File: src/bloom_filter_double_hash_defines.svh
// assertion macros for the bloom filter with double hashing
// used by the top level only, no other dependencies
`ifndef BLOOM_FILTER_DOUBLE_HASH_DEFINES_SVH
`define BLOOM_FILTER_DOUBLE_HASH_DEFINES_SVH

`ifndef SYNTHESIS
`define BFDH_ASSERT_IMP(lbl, clk_s, rst_s, ante, cons) \
  lbl: assert property (@(posedge clk_s) disable iff (!rst_s) (ante) |-> (cons)) \
    else $error("bfdh: same-cycle check failed");
`define BFDH_ASSERT_NXT(lbl, clk_s, rst_s, ante, cons) \
  lbl: assert property (@(posedge clk_s) disable iff (!rst_s) (ante) |=> (cons)) \
    else $error("bfdh: next-cycle check failed");
`else
`define BFDH_ASSERT_IMP(lbl, clk_s, rst_s, ante, cons)
`define BFDH_ASSERT_NXT(lbl, clk_s, rst_s, ante, cons)
`endif

`endif

File: src/bfdh_job_fifo.sv
// two-entry queue of probe jobs between front and back end
// no dependencies
`default_nettype none

module bfdh_job_fifo #(
  parameter int W = 41
) (
  input  wire logic         clk,
  input  wire logic         rst_n,
  input  wire logic         push_valid,
  output logic              push_ready,
  input  wire logic [W-1:0] push_data,
  output logic              pop_valid,
  input  wire logic         pop_ready,
  output logic [W-1:0]      pop_data
);

  logic [W-1:0] slot_r [2];
  logic         wr_ptr_r, rd_ptr_r;
  logic [1:0]   cnt_r;
  logic         push_fire, pop_fire;

  assign push_ready = (cnt_r != 2'd2);
  assign pop_valid  = (cnt_r != 2'd0);
  assign pop_data   = slot_r[rd_ptr_r];
  assign push_fire  = push_valid && push_ready;
  assign pop_fire   = pop_valid && pop_ready;

  always_ff @(posedge clk) begin
    if (push_fire) begin
      slot_r[wr_ptr_r] <= push_data;
    end
  end

  always_ff @(posedge clk) begin
    if (!rst_n) begin
      wr_ptr_r <= 1'b0;
      rd_ptr_r <= 1'b0;
      cnt_r    <= 2'd0;
    end else begin
      if (push_fire) begin
        wr_ptr_r <= !wr_ptr_r;
      end
      if (pop_fire) begin
        rd_ptr_r <= !rd_ptr_r;
      end
      if (push_fire && !pop_fire) begin
        cnt_r <= cnt_r + 2'd1;
      end else if (pop_fire && !push_fire) begin
        cnt_r <= cnt_r - 2'd1;
      end
    end
  end

endmodule

`default_nettype wire

File: config.mk
export PLATFORM = sky130hd
export DESIGN_NAME = bfdh_job_fifo
export DESIGN_NICKNAME = d
export VERILOG_FILES = /design/src/bloom_filter_double_hash_defines.svh /design/src/bfdh_job_fifo.sv
export SDC_FILE = /design/constraint.sdc
export NUM_CORES = 1
export LEC_CHECK = 0
export ABC_AREA = 1
export BUFFER_PORTS_ARGS = -buffer_cell sky130_fd_sc_hd__buf_2
export CAP_MARGIN = 20
export CORE_MARGIN = 8
export CORE_UTILIZATION = 35
export CTS_CLUSTER_DIAMETER = 100
export DETAILED_ROUTE_END_ITERATION = 10
export GPL_ROUTABILITY_DRIVEN = 0
export GPL_TIMING_DRIVEN = 0
export HOLD_SLACK_MARGIN = 0.05
export SYNTH_ARGS = -nofsm -noshare
export SYNTH_HDL_FRONTEND = slang
export SYNTH_SLANG_ARGS = --single-unit
File: constraint.sdc
create_clock -name clk -period 3.75 [get_ports clk]
set_input_delay 0.75 -clock clk [delete_from_list [all_inputs] [get_ports clk]]
set_output_delay 0.75 -clock clk [all_outputs]
set_load 0.01 [all_outputs]
## Word-level counts from Yosys, hierarchy flattened

Memory sizes are Yosys's and may differ from the RTL's. A register that Yosys moved wholly into a read port is not among the register bits.
Index checks and enable logic that the tools add are counted.

- Word-level logic and storage cells: 23
- Memories: 1
- Bits of input ports: 45
- Bits in read-only memories: 0
- RAM bits: 82
- Bits in registers: 4
- Bits in latches: 0

Memory list:

| name | depth | bits a word | rd ports | clocked after memory_dff | wr ports | line | text |
|---|---|---|---|---|---|---|---|
| slot_r | 2 | 41 | 1 | 1 | 1 | bfdh_job_fifo.sv:18 | `logic [W-1:0] slot_r [2];` |

- Add/sub/neg operators: 2
- Multiplexer cells: 6
- Div/mod/pow operators: 0
- Magnitude comparators: 0
- Multiply operators: 0
- Shift operators: 0
- Bitwise gates (word level): 0
- Equality and inequality tests: 1
- Reductions and logical operators: 10

Operators with widths:

| kind | number |
|---|---|
| 1-bit logical AND | 4 |
| 1-bit logical NOT | 4 |
| 1-bit two-way mux | 4 |
| 2-bit two-way mux | 2 |
| 2-bit nonzero test | 2 |
| 2-bit by 1-bit adder with 2-bit output, second input constant | 1 |
| 2-bit != test, second input constant | 1 |
| 2-bit by 1-bit subtractor with 2-bit output, second input constant | 1 |

## Longest topological paths before layout

- Depth after elaboration: 6
- Gate-level depth with buffers: 11

## Least setup slack after synthesis

OpenSTA, ideal clock, no wires.

- Path kind: input to register
- Start point: in push_valid
- End point: mem slot_r[0][0] (enable)
- Stages: 2
- Required time: 3.311 ns
- Buffers on the path: 0
- Arrival: 2.568 ns
- Path slack: 0.743 ns
- Cell sequence: nand2_1 -> nor2_1

- Longest elaborated chain between the ends: 3

Ends and longest elaborated chain:

| what | line | text |
|---|---|---|
| start, declared | bfdh_job_fifo.sv:10 | `input wire logic push_valid,` |
| 1-bit logical AND | bfdh_job_fifo.sv:26 | `assign push_fire = push_valid && push_ready;` |
| 1-bit two-way mux | bfdh_job_fifo.sv:30 | `if (push_fire) begin` |
| 1-bit two-way mux (implied by the code) | bfdh_job_fifo.sv:31 | `slot_r[wr_ptr_r] <= push_data;` |
| end, declared | bfdh_job_fifo.sv:18 |  |

No other way between the ends.

==> results.ini <==
[critical_path]
cp-end-kind = output pin
critPathLaunchType = register
r2r_setup_slack_ps = 1980
timing.rr.start = cnt_r[0]
critical_path_class = reg2out
r2r-end = slot_r[1][28]
cp.required_ps = 3000
cp_max_fo = 10
r2r_cells = 5
arrival_ps = 1420

[synthesis]
syn_inst = 165
synth_area_um2 = 3410
synthesis.nets = 211
synthDistinctLibCells = 15
yosysWarnings = 0
synth-seq-cells = 87
yosysSeqAreaShare_pct = 75.2
avgSynthCellArea_um2 = 20.6

[route]
wire_per_inst_um = 15.6
routed_wl_um = 6280
viasPerCell = 4.25
ant_nets = 0
drc_errors = 0
first_iter_violations = 55
dr_total_vias = 1714
dr.pass1.iters = 4

[worst_hold_path]
hp-start = rd_ptr_r
hp-class = reg2reg
hold_depth = 2

[timing]
setup_violations = 0
whs_ps = 512
slew_headroom_pct = 62.7
tightest_slew_ps = 558
max_freq_mhz = 460
period_share_pct = 58.0
period_needed_ps = 2170
fin_skew_ps = 6.35
hold_viol_final = 0
rsz0062_at_grt = false
slew_viol_final = 0
finalSetupTns_ps = 0

[floorplan]
die_area_um2 = 13100
fp-row-count = 36
die_x_um = 115
pin_count = 88
die_h_um = 115
start_util_pct = 35.5
core_area_um2 = 9590

[power]
switchingPower_uw = 729
netSwitchingFraction_pct = 27.4
power.leakage_nw = 1.68
p_int_mw = 1.93
p_per_area_nw_per_um2 = 627
max-vdd-ir-drop_v = 0.000288
clockPowerShare_pct = 22.9
p_seq_share_pct = 47.6
power_mw = 2.66
combPwrFrac_pct = 29.5

[cts]
cts_tree = built
post-cts-setup-buffer-count = 0
cts_made_buffers = 9
clock_latency_ps = 350
hold_buffers = 0
cts_buffer_depth = 2
htreeDepth = 3
clk_pin_slew_ps = 70
cts_resized = 0
cts-root-buf = clkbuf_8
numClockSinks = 87

[global_route]
antenna_found_initial = 0
grt_pass1_wl_um = 9630
grt_usage_pct = 9.90
grt_pass1_vias = 1906
overflow = 0
grt_max_degree = 27

[final_layout]
multiInputGateArea_um2 = 737
final_nets = 311
layout-drive-gt1-share_pct = 55.2
n_fill_cell = 870
final_cell_area_um2 = 4240
n_antenna_cell = 0
final_util_pct = 44.2
syn2layout_area_growth_pct = 24.5
ff_latch_area_um2 = 2560

[placement]
dpl_cell_area_um2 = 4060
dpl.hpwl_um = 4320
io_buffers = 87

[run_status]
status = completed

[run]
maxCapViolCount = 0

==> cell usage in the layout (no fill, tap or decap) <==
cell type	n
inv_1	8
ha_1	1
a21oi_1	1
mux2_4	40
edfxtp_1	82
o21a_1	1
nand3_1	1
clkbuf_1	1
o21ai_0	2
bufinv_16	1
clkinv_2	2
clkbuf_8	9
mux2_2	1
nand2_1	9
nor2_1	6
dfxtp_1	5
nand4_1	1
buf_12	6
nor2_4	2
buf_6	1
buf_2	87
clkinv_1	3
==> critical path: stages, from the launching register on <==
cell     delay [ps]
dfxtp_1         330
buf_6           150
buf_12          160
mux2_4          300
buf_2           140
==> final cells by class <==
cell class,count,area share [%]
inverters,8,0.708
plain buffers,5,2.15
multi-input cells,65,17.4
clock inverters,6,1.21
well taps,133,3.92
flip-flops and latches,87,60.4
clock buffers,10,3.01
repair buffers,89,11.2
==> metal layers <==
metal	global-route usage, %	vias up	routed length (um)
met5	0	-	0
met4	6.65	0	151
met3	3.48	11	511
met2	16.3	54	3140
met1	10.5	831	2480
li1	-	818	-
==> registers in the layout, indices dropped and copies added (netlist names), named ones only <==
name / count
slot_r: 82
rd_ptr_r: 1
wr_ptr_r: 1
cnt_r: 2
==> Yosys cell counts <==
master    count  area [um^2]
o21ai_0       2         10.0
mux2_2        1         11.3
dfxtp_1       5          100
nand4_1       1         6.26
buf_6         1         11.3
nand2_1       9         33.8
buf_12        4         80.1
nand3_1       1         5.00
inv_1         8         30.0
ha_1          1         12.5
a21oi_1       1         5.00
edfxtp_1     82         2460
mux2_4       40          601
nor2_1        8         30.0
o21a_1        1         7.51
==> worst max path at each step <==
stage and to:
5_1_grt pop_data[35], 3_3_place_gp slot_r[0][24], 3_5_place_dp slot_r[1][10], 6_report pop_data[11], 2_1_floorplan slot_r[0][0], 4_1_cts pop_data[11]
==> power by group through the flow <==
stage	combinational, mW	clock, mW	sequential [mW]
final	0.785	0.608	1.27
after global placement	0.770	0	1.30
after floorplan	0.536	0	1.29
after detailed placement	0.806	0	1.29
after CTS	0.808	0.641	1.27
after global routing	0.853	0.674	1.28
==> stage by stage <==
stage | setup slack, ps | std cells
6_report | 1580 | 403
3_5_place_dp | 1630 | 387
5_1_grt | 1510 | 403
3_3_place_gp | -576 | 385
2_1_floorplan | 743 | 165
4_1_cts | 1530 | 403
==> logic make-up (layout without fill, tap and decap cells) <==
logic type | count (synthesis) | in the layout | share of synthesized area (%)
AO/OA/AOI/OAI | 4 | 4 | 0.661
adder cells (fa/ha/maj) | 1 | 1 | 0.367
buffers and inverters | 13 | 118 | 3.56
flip-flops | 87 | 87 | 75.2
multiplexers | 41 | 41 | 18.0
AND/OR/NAND/NOR | 19 | 19 | 2.20
Note: power is estimated with default switching activity, not from simulation.
