[src/bloom_filter_double_hash_defines.svh]
// assertion macros for the bloom filter with double hashing
// used by the top level only, no other dependencies
`ifndef BLOOM_FILTER_DOUBLE_HASH_DEFINES_SVH
`define BLOOM_FILTER_DOUBLE_HASH_DEFINES_SVH

`ifndef SYNTHESIS
`define BFDH_ASSERT_IMP(lbl, clk_s, rst_s, ante, cons) \
  lbl: assert property (@(posedge clk_s) disable iff (!rst_s) (ante) |-> (cons)) \
    else $error("bfdh: same-cycle check failed");
`define BFDH_ASSERT_NXT(lbl, clk_s, rst_s, ante, cons) \
  lbl: assert property (@(posedge clk_s) disable iff (!rst_s) (ante) |=> (cons)) \
    else $error("bfdh: next-cycle check failed");
`else
`define BFDH_ASSERT_IMP(lbl, clk_s, rst_s, ante, cons)
`define BFDH_ASSERT_NXT(lbl, clk_s, rst_s, ante, cons)
`endif

`endif

[src/bfdh_pkg.sv]
// constants and hash helper functions for the bloom filter with double hashing
// no dependencies
`default_nettype none

package bfdh_pkg;

  localparam logic [63:0] SEED_PRI   = 64'hcbf29ce484222325;
  localparam logic [63:0] SEED_SEC   = 64'h84222325cbf29ce4;
  localparam logic [63:0] GOLDEN_ADD = 64'h000000009e3779b9;
  localparam logic [63:0] MIX_C1     = 64'hff51afd7ed558ccd;
  localparam logic [63:0] MIX_C2     = 64'hc4ceb9fe1a85ec53;

  localparam logic [4:0] HASH_COUNT_RST = 5'd12;

  localparam logic CMD_INSERT = 1'b0;
  localparam logic CMD_QUERY  = 1'b1;

  // multiply by the fnv prime 2^40 + 0x1b3, low 64 bits
  function automatic logic [63:0] fnv_mul(input logic [63:0] x);
    return (x << 40) + (x << 8) + (x << 7) + (x << 5) + (x << 4) + (x << 1) + x;
  endfunction

  function automatic logic [63:0] xshift33(input logic [63:0] v);
    return v ^ (v >> 33);
  endfunction

  function automatic logic [63:0] primary_step(input logic [63:0] h, input logic [7:0] b);
    return fnv_mul(h ^ {56'd0, b});
  endfunction

  function automatic logic [63:0] secondary_step(input logic [63:0] h, input logic [7:0] b);
    logic [63:0] t;
    t = h ^ ({56'd0, b} + GOLDEN_ADD);
    return fnv_mul({t[50:0], t[63:51]});
  endfunction

endpackage

`default_nettype wire

[src/bfdh_front.sv]
// front end: takes key words, runs both byte hashes and the finalizer
// depends on bfdh_pkg; the finalizer shares one 32x32 multiplier
`default_nettype none

module bfdh_front #(
  parameter int IDX_W = 20
) (
  input  wire logic             clk,
  input  wire logic             rst_n,
  input  wire logic             hold,
  input  wire logic             in_valid,
  output logic                  in_ready,
  input  wire logic             in_command,
  input  wire logic [7:0]       in_key_byte,
  input  wire logic             in_last_byte,
  output logic                  job_valid,
  input  wire logic             job_ready,
  output logic                  job_cmd,
  output logic [IDX_W-1:0]      job_pos,
  output logic [IDX_W-1:0]      job_step
);

  localparam logic [1:0] ST_IDLE = 2'd0;
  localparam logic [1:0] ST_MIX  = 2'd1;
  localparam logic [1:0] ST_PUSH = 2'd2;

  logic [1:0]       state_r;
  logic [63:0]      h1_r, h2_r;
  logic [63:0]      opnd_r, m_r;
  logic [1:0]       ph_r;
  logic             cst_r, sel_r, cmd_r;
  logic [IDX_W-1:0] pos_r, step_r;

  logic [63:0] h1_nxt, h2_nxt;
  logic [63:0] kconst, prod, mix_v;
  logic [31:0] mul_a, mul_b, m_hi_nxt;
  logic        in_fire;

  assign h1_nxt  = bfdh_pkg::primary_step(h1_r, in_key_byte);
  assign h2_nxt  = bfdh_pkg::secondary_step(h2_r, in_key_byte);
  assign in_ready = (state_r == ST_IDLE) && !hold;
  assign in_fire  = in_valid && in_ready;

  // low 64 bits of a*k from three partial products
  assign kconst   = cst_r ? bfdh_pkg::MIX_C2 : bfdh_pkg::MIX_C1;
  assign mul_a    = (ph_r == 2'd2) ? opnd_r[63:32] : opnd_r[31:0];
  assign mul_b    = (ph_r == 2'd1) ? kconst[63:32] : kconst[31:0];
  assign prod     = {32'd0, mul_a} * {32'd0, mul_b};
  assign m_hi_nxt = m_r[63:32] + prod[31:0];
  assign mix_v    = bfdh_pkg::xshift33(m_r);

  assign job_valid = (state_r == ST_PUSH);
  assign job_cmd   = cmd_r;
  assign job_pos   = pos_r;
  assign job_step  = step_r;

  always_ff @(posedge clk) begin
    if (!rst_n) begin
      state_r <= ST_IDLE;
      h1_r    <= bfdh_pkg::SEED_PRI;
      h2_r    <= bfdh_pkg::SEED_SEC;
      ph_r    <= 2'd0;
      cst_r   <= 1'b0;
      sel_r   <= 1'b0;
    end else begin
      unique case (state_r)
        ST_IDLE: begin
          if (in_fire) begin
            h1_r  <= h1_nxt;
            h2_r  <= h2_nxt;
            cmd_r <= in_command;
            if (in_last_byte) begin
              opnd_r  <= bfdh_pkg::xshift33(h1_nxt);
              ph_r    <= 2'd0;
              cst_r   <= 1'b0;
              sel_r   <= 1'b0;
              state_r <= ST_MIX;
            end
          end
        end
        ST_MIX: begin
          case (ph_r)
            2'd0: begin
              m_r  <= prod;
              ph_r <= 2'd1;
            end
            2'd1: begin
              m_r[63:32] <= m_hi_nxt;
              ph_r       <= 2'd2;
            end
            2'd2: begin
              m_r[63:32] <= m_hi_nxt;
              ph_r       <= 2'd3;
            end
            default: begin
              ph_r <= 2'd0;
              if (!cst_r) begin
                opnd_r <= mix_v;
                cst_r  <= 1'b1;
              end else begin
                cst_r <= 1'b0;
                if (!sel_r) begin
                  pos_r  <= mix_v[IDX_W-1:0];
                  opnd_r <= bfdh_pkg::xshift33(h2_r);
                  sel_r  <= 1'b1;
                end else begin
                  step_r  <= mix_v[IDX_W-1:0];
                  sel_r   <= 1'b0;
                  state_r <= ST_PUSH;
                end
              end
            end
          endcase
        end
        ST_PUSH: begin
          if (job_ready) begin
            h1_r    <= bfdh_pkg::SEED_PRI;
            h2_r    <= bfdh_pkg::SEED_SEC;
            state_r <= ST_IDLE;
          end
        end
        default: begin
          state_r <= ST_IDLE;
        end
      endcase
    end
  end

endmodule

`default_nettype wire

[config.mk]
export PLATFORM = sky130hd
export DESIGN_NAME = bfdh_front
export DESIGN_NICKNAME = d
export VERILOG_FILES = /design/src/bloom_filter_double_hash_defines.svh /design/src/bfdh_pkg.sv /design/src/bfdh_front.sv
export SDC_FILE = /design/constraint.sdc
export NUM_CORES = 2
export LEC_CHECK = 0
export BUFFER_PORTS_ARGS = -buffer_cell sky130_fd_sc_hd__buf_4
export CELL_PAD_IN_SITES_DETAIL_PLACEMENT = 1
export CELL_PAD_IN_SITES_GLOBAL_PLACEMENT = 1
export CORE_MARGIN = 2
export CORE_UTILIZATION = 53
export CTS_BUF_LIST = sky130_fd_sc_hd__clkbuf_4 sky130_fd_sc_hd__clkbuf_8 sky130_fd_sc_hd__clkbuf_16
export DETAILED_ROUTE_END_ITERATION = 8
export HOLD_SLACK_MARGIN = 0.08
export PLACE_DENSITY = 0.81
export SETUP_SLACK_MARGIN = 0.02
export SKIP_CTS_REPAIR_TIMING = 1
export SLEW_MARGIN = 20
export SYNTH_ARGS = -nofsm -noshare
export SYNTH_HDL_FRONTEND = slang
export SYNTH_SLANG_ARGS = --single-unit
[constraint.sdc]
create_clock -name clk -period 14.2 [get_ports clk]
set_input_delay 2.84 -clock clk [delete_from_list [all_inputs] [get_ports clk]]
set_output_delay 2.84 -clock clk [all_outputs]
set_load 0.02 [all_outputs]
After elaboration in Yosys (flattened, before gate mapping)
Cells that the tools add are included.

Input bits: 15. Memories: 0. Register bits after elaboration: 303. Latch bits: 0. Output and inout bits: 43. Bits in writable memories: 0. Logic and storage cells: 102. ROM bits: 0.

Multipliers: 1. Divide/modulo/power cells: 0. Reductions and logical operators: 21. Shifts and indexed selects: 0. Equal/unequal tests: 11. Muxes and demuxes: 36. Bitwise gates (word level): 7. $add $sub $neg: 14. $lt $le $gt $ge: 0.

Operator list (number): adder 64 bit (12); two-way mux 64 bit (9); case mux 64 bit (2 select lines) (3); XOR 64 x 31 -> 64 bit (3); multiplier 32 x 32 -> 64 bit (1); two-way mux 32 bit (2); case mux 32 bit (2 select lines) (1); XOR 64 x 33 -> 64 bit (1); XOR 64 x 8 -> 64 bit (1); two-way mux 62 bit (1); adder 8 x 32 -> 33 bit, second input constant (1); adder 32 bit (1); two-way mux 2 bit (8); AND reduction 3 bit (5); AND reduction 5 bit (3); case mux 2 bit (3 select lines) (2); AND reduction 6 bit (2); inequality test 2 bit, second input constant (5); two-way mux 1 bit (7); nonzero test 2 bit (3); equality test 2 x 1 -> 1 bit, second input constant (2); equality test 2 bit, second input constant (2); zero test 2 bit (2); case mux 1 bit (2 select lines) (2); 9 further kinds (11).

Logic depth before layout (Yosys ltp)
Word-level depth: 11. Mapped depth: 41. Depth with buffers taken out: 39.

Least setup slack after synthesis
Ideal clock, no wire load.

Kind: register -> register. From: reg ph_r[0]. To: reg m_r[62] (data pin). Slack: 4.355 ns. Clock period less this slack: 9.845 ns. Stages on the path, launching flop included: 39. Data required time: 13.939 ns. Arrival: 9.584 ns. Path through: dfxtp_1 -> inv_1 -> ha_1 -> clkbuf_1 -> buf_1 -> mux2i_1 -> clkinv_1 -> nand2_1 -> inv_1 -> fa_1 -> fa_1 -> fa_1 -> inv_1 -> fa_1 -> inv_1 -> fa_1 -> inv_1 -> fa_1 -> (+3 left out) -> ha_1 -> clkbuf_1 -> a21o_1 -> or3_1 -> nor2_1 -> nor2_1 -> xor2_1 -> ha_1 -> a21oi_1 -> o21ai_0 -> nor4_1 -> a221oi_1 -> o21ai_0 -> a21boi_1 -> o41ai_1 -> nand2b_1 -> nor3b_1 -> o32a_1.

Longest elaborated chain between the ends: 5. Elaborated cells on any way between the ends: 9.

Ends and longest elaborated chain: start, declared (line bfdh_front.sv:30) `logic [1:0] ph_r;`; start signal, assigned (line bfdh_front.sv:62) `ph_r <= 2'd0;`; start signal, assigned (line bfdh_front.sv:74) `ph_r <= 2'd0;`; start signal, assigned (line bfdh_front.sv:85) `ph_r <= 2'd1;`; equality test 2 bit or equality test 2 x 1 -> 1 bit (tied branches) (line bfdh_front.sv:46, bfdh_front.sv:47); two-way mux 32 bit (on tied branches) (line bfdh_front.sv:46, bfdh_front.sv:47); multiplier 32 x 32 -> 64 bit (*) (line bfdh_front.sv:48) `assign prod = {32'd0, mul_a} * {32'd0, mul_b};`; via prod[21] (line bfdh_front.sv:35) `logic [63:0] kconst, prod, mix_v;`; adder 32 bit (*) (line bfdh_front.sv:49) `assign m_hi_nxt = m_r[63:32] + prod[31:0];`; case mux 32 bit (2 select lines) (*) (line bfdh_front.sv:82) `case (ph_r)`; end signal, assigned (line bfdh_front.sv:84) `m_r <= prod;`; end signal, assigned (line bfdh_front.sv:88) `m_r[63:32] <= m_hi_nxt;`; end signal, assigned (line bfdh_front.sv:92) `m_r[63:32] <= m_hi_nxt;`; end, declared (line bfdh_front.sv:29) `logic [63:0] opnd_r, m_r;`.

The timed path passes the listed nets; every way through them passes the cells marked *. A chain may end at the register's enable or synchronous reset.

Worst setup path after layout
From: reg ph_r[1]. To: reg m_r[62] (data pin).

The elaborated chain is that of the path after synthesis.

==> flow_metrics.env <==
export IMPL_status="finished, final reports clean"
export IMPL_synth_avg_cell_area_sq_um=9.71
export IMPL_die_x_um=352
export IMPL_tns_ps=0
export IMPL_clk_latency_ps=600
export IMPL_num_vias=49000
export IMPL_slew_headroom=0.127
export IMPL_reg2reg_depth=40
export IMPL_fin_nets=8479
export IMPL_start_util=0.534
export IMPL_routed_wl_um=234000
export IMPL_wl_per_cell_um=28.6
export IMPL_cap_violations=0
export IMPL_hpwl_um=201000
export IMPL_first_global_vias=54200
export IMPL_hold_viol=0
export IMPL_min_to="h1_r[3]"
export IMPL_antenna_found_initial=8
export IMPL_hold_start="h1_r[3]"
export IMPL_die_h_um=352
export IMPL_r2r_start="ph_r[1]"
export IMPL_boundaryPins=58
export IMPL_worst_path_max_delay_cell="inv_2"
export IMPL_crit_fanout=31
export IMPL_synthDistinctLibCells=91
export IMPL_core_area_sq_um=120000
export IMPL_synth_most_common_cell="inv_1"
export IMPL_postSynthCellCount=6591
export IMPL_rr_endpoint="m_r[62]"
export IMPL_io_buffers=57
export IMPL_cp_slowest_stage_delay_ps=630
export IMPL_timing_hold_ws_ps=497
export IMPL_holdPathStages=1
export IMPL_cts_tree="built"
export IMPL_synthFlopType="edfxtp_1"
export IMPL_rsz0062_at_grt="false"
export IMPL_synth_top_cell_area_share=0.426
export IMPL_setup_violations=0
export IMPL_grt_max_degree=70
export IMPL_seq_area_frac_synth=0.121
export IMPL_placed_cells=8127
export IMPL_required_ps=14530
export IMPL_drtIter0Drc=4660
export IMPL_dieArea_sq_um=124000
export IMPL_placementRows=127
export IMPL_worstMarginPinSlew_ps=1310
export IMPL_layout_drive_gt1_share=0.0403
export IMPL_finalMaxSlewViolations=0
export IMPL_cts_sinks=303
export IMPL_first_pass_iters=5
export IMPL_area_growth_pct=5.55
export IMPL_finalWeightedCongestion=1.03
export IMPL_grt_overflow=0
export IMPL_grtUsageTotal=0.391
export IMPL_rrSetupSlack_ps=2270
export IMPL_synthTopCellsByArea="fa_1, ha_1, inv_1"
export IMPL_fillerInstances=13600
export IMPL_htreeDepth=2
export IMPL_synth_top_area_cell="fa_1"
export IMPL_ys_warn_count=0
export IMPL_cts_made_buffers=37
export IMPL_clock_skew_ps=26.7
export IMPL_hp_class="reg -> reg"
export IMPL_synth_edf_count=169
export IMPL_critPathArrivalTime_ps=12260
export IMPL_synth_seq_cells=303
export IMPL_finalCritPeriodShare=0.840
export IMPL_routed_via_density=5.98
export IMPL_clk_path_buf_depth=3
export IMPL_crit_type="reg -> reg"
export IMPL_yosys_top_cells_count="inv_1, fa_1, ha_1"
export IMPL_route_detailed_drc=0
export IMPL_cp_start_kind="flip-flop"
export IMPL_ant_nets=0
export IMPL_min_period_ps=11930
export IMPL_grt_pass1_wl_um=351000
export IMPL_syn_area_sq_um=64000
export IMPL_async_flop_share=0
export IMPL_clk_pin_slew_ps=60
export IMPL_cts_root_buf="clkbuf_16"
export IMPL_endpoint_kind="flip-flop"
export IMPL_syn_num_nets=8516
export IMPL_fin_cells=8195
export IMPL_max_freq_mhz=83.8
-- registers in the layout, summed over array words and instances, names as in the netlist, 2 cells and up --
register  count
h1_r         64
h2_r         64
m_r          64
opnd_r       64
job_pos      20
job_step     20
ph_r          2
state_r       2
-- worst max-delay path: cells and delay by family (launching register included) --
kind / cells / cell delay [ps]
AOI/OAI and AO/OA: 10 / 2400
xor gates and xnor gates: 1 / 350
adders and majority gates: 12 / 5110
buffers and inverters: 10 / 2080
DFF: 1 / 340
and+or+nand+nor: 7 / 1340
-- layer usage --
metal / routed length, um / part of all wire / GRT usage / vias to the layer above
met5: 81 / 0.00035 / 0.00432 / -
met2: 105000 / 0.45 / 0.603 / 2289
met4: 12100 / 0.052 / 0.166 / 4
li1: - / - / - / 20500
met3: 23200 / 0.099 / 0.0888 / 570
met1: 93800 / 0.40 / 0.531 / 25600
-- cell type report --
| cell class | count | area (sq um) | share of cell area |
|---|---|---|---|
| multi-input combinational | 4439 | 49400 | 0.731 |
| tap | 1612 | 2020 | 0.0298 |
| clock inverter | 21 | 208 | 0.00307 |
| timing repair buffer | 120 | 901 | 0.0133 |
| inverter | 1653 | 6200 | 0.0918 |
| antenna | 1 | 2.50 | 0.0000370 |
| sequential | 303 | 7760 | 0.115 |
| clock buffer | 46 | 1060 | 0.0157 |
-- stage by stage --
stage | instance area, sq um | setup WS [ps] | utilization
floorplan | 64000 | 4360 | -
global placement | 66300 | 2770 | 0.553
detailed placement | 66300 | 2500 | 0.553
CTS | 67500 | 2440 | 0.564
global route | 67600 | 1590 | 0.564
finish | 67600 | 2270 | 0.564
-- cells in the final DEF (no fill, tap or decap), drive strengths merged, types with 54 or more instances in the layout --
master / synthesis / layout
nand2: 447 / 447
dfxtp: 134 / 134
nand4: 54 / 54
o21ai: 213 / 213
a21o: 117 / 117
nor2: 333 / 333
xnor2: 198 / 198
fa: 1363 / 1363
a21oi: 284 / 284
ha: 547 / 547
nand3: 55 / 55
xor2: 125 / 125
buf: 12 / 120
inv: 1641 / 1645
edfxtp: 169 / 169
-- how the worst max path moves through the flow --
stage | cells past startpoint | slack (ps) | end | startpoint
after floorplan | 38 | 4360 | m_r[62] | ph_r[0]
after global placement | 32 | 2770 | m_r[63] | ph_r[0]
after detailed placement | 40 | 2500 | m_r[62] | ph_r[1]
after CTS | 40 | 2440 | m_r[62] | ph_r[1]
after global routing | 40 | 1590 | m_r[62] | ph_r[1]
final | 40 | 2270 | m_r[62] | ph_r[1]
-- cells by family after synthesis --
| kind of cell | share of synthesized area |
|---|---|
| AND/OR/NAND/NOR | 0.0792 |
| multiplexers | 0.0104 |
| adder cells (fa/ha/maj) | 0.533 |
| AO/OA/AOI/OAI | 0.102 |
| buffers and inverters | 0.108 |
| other | 0.0000586 |
| XOR/XNOR | 0.0460 |
| flip-flops | 0.121 |
Power is not shown: default switching activity piles up to over one toggle a cycle in this logic, so the estimate is an artifact.
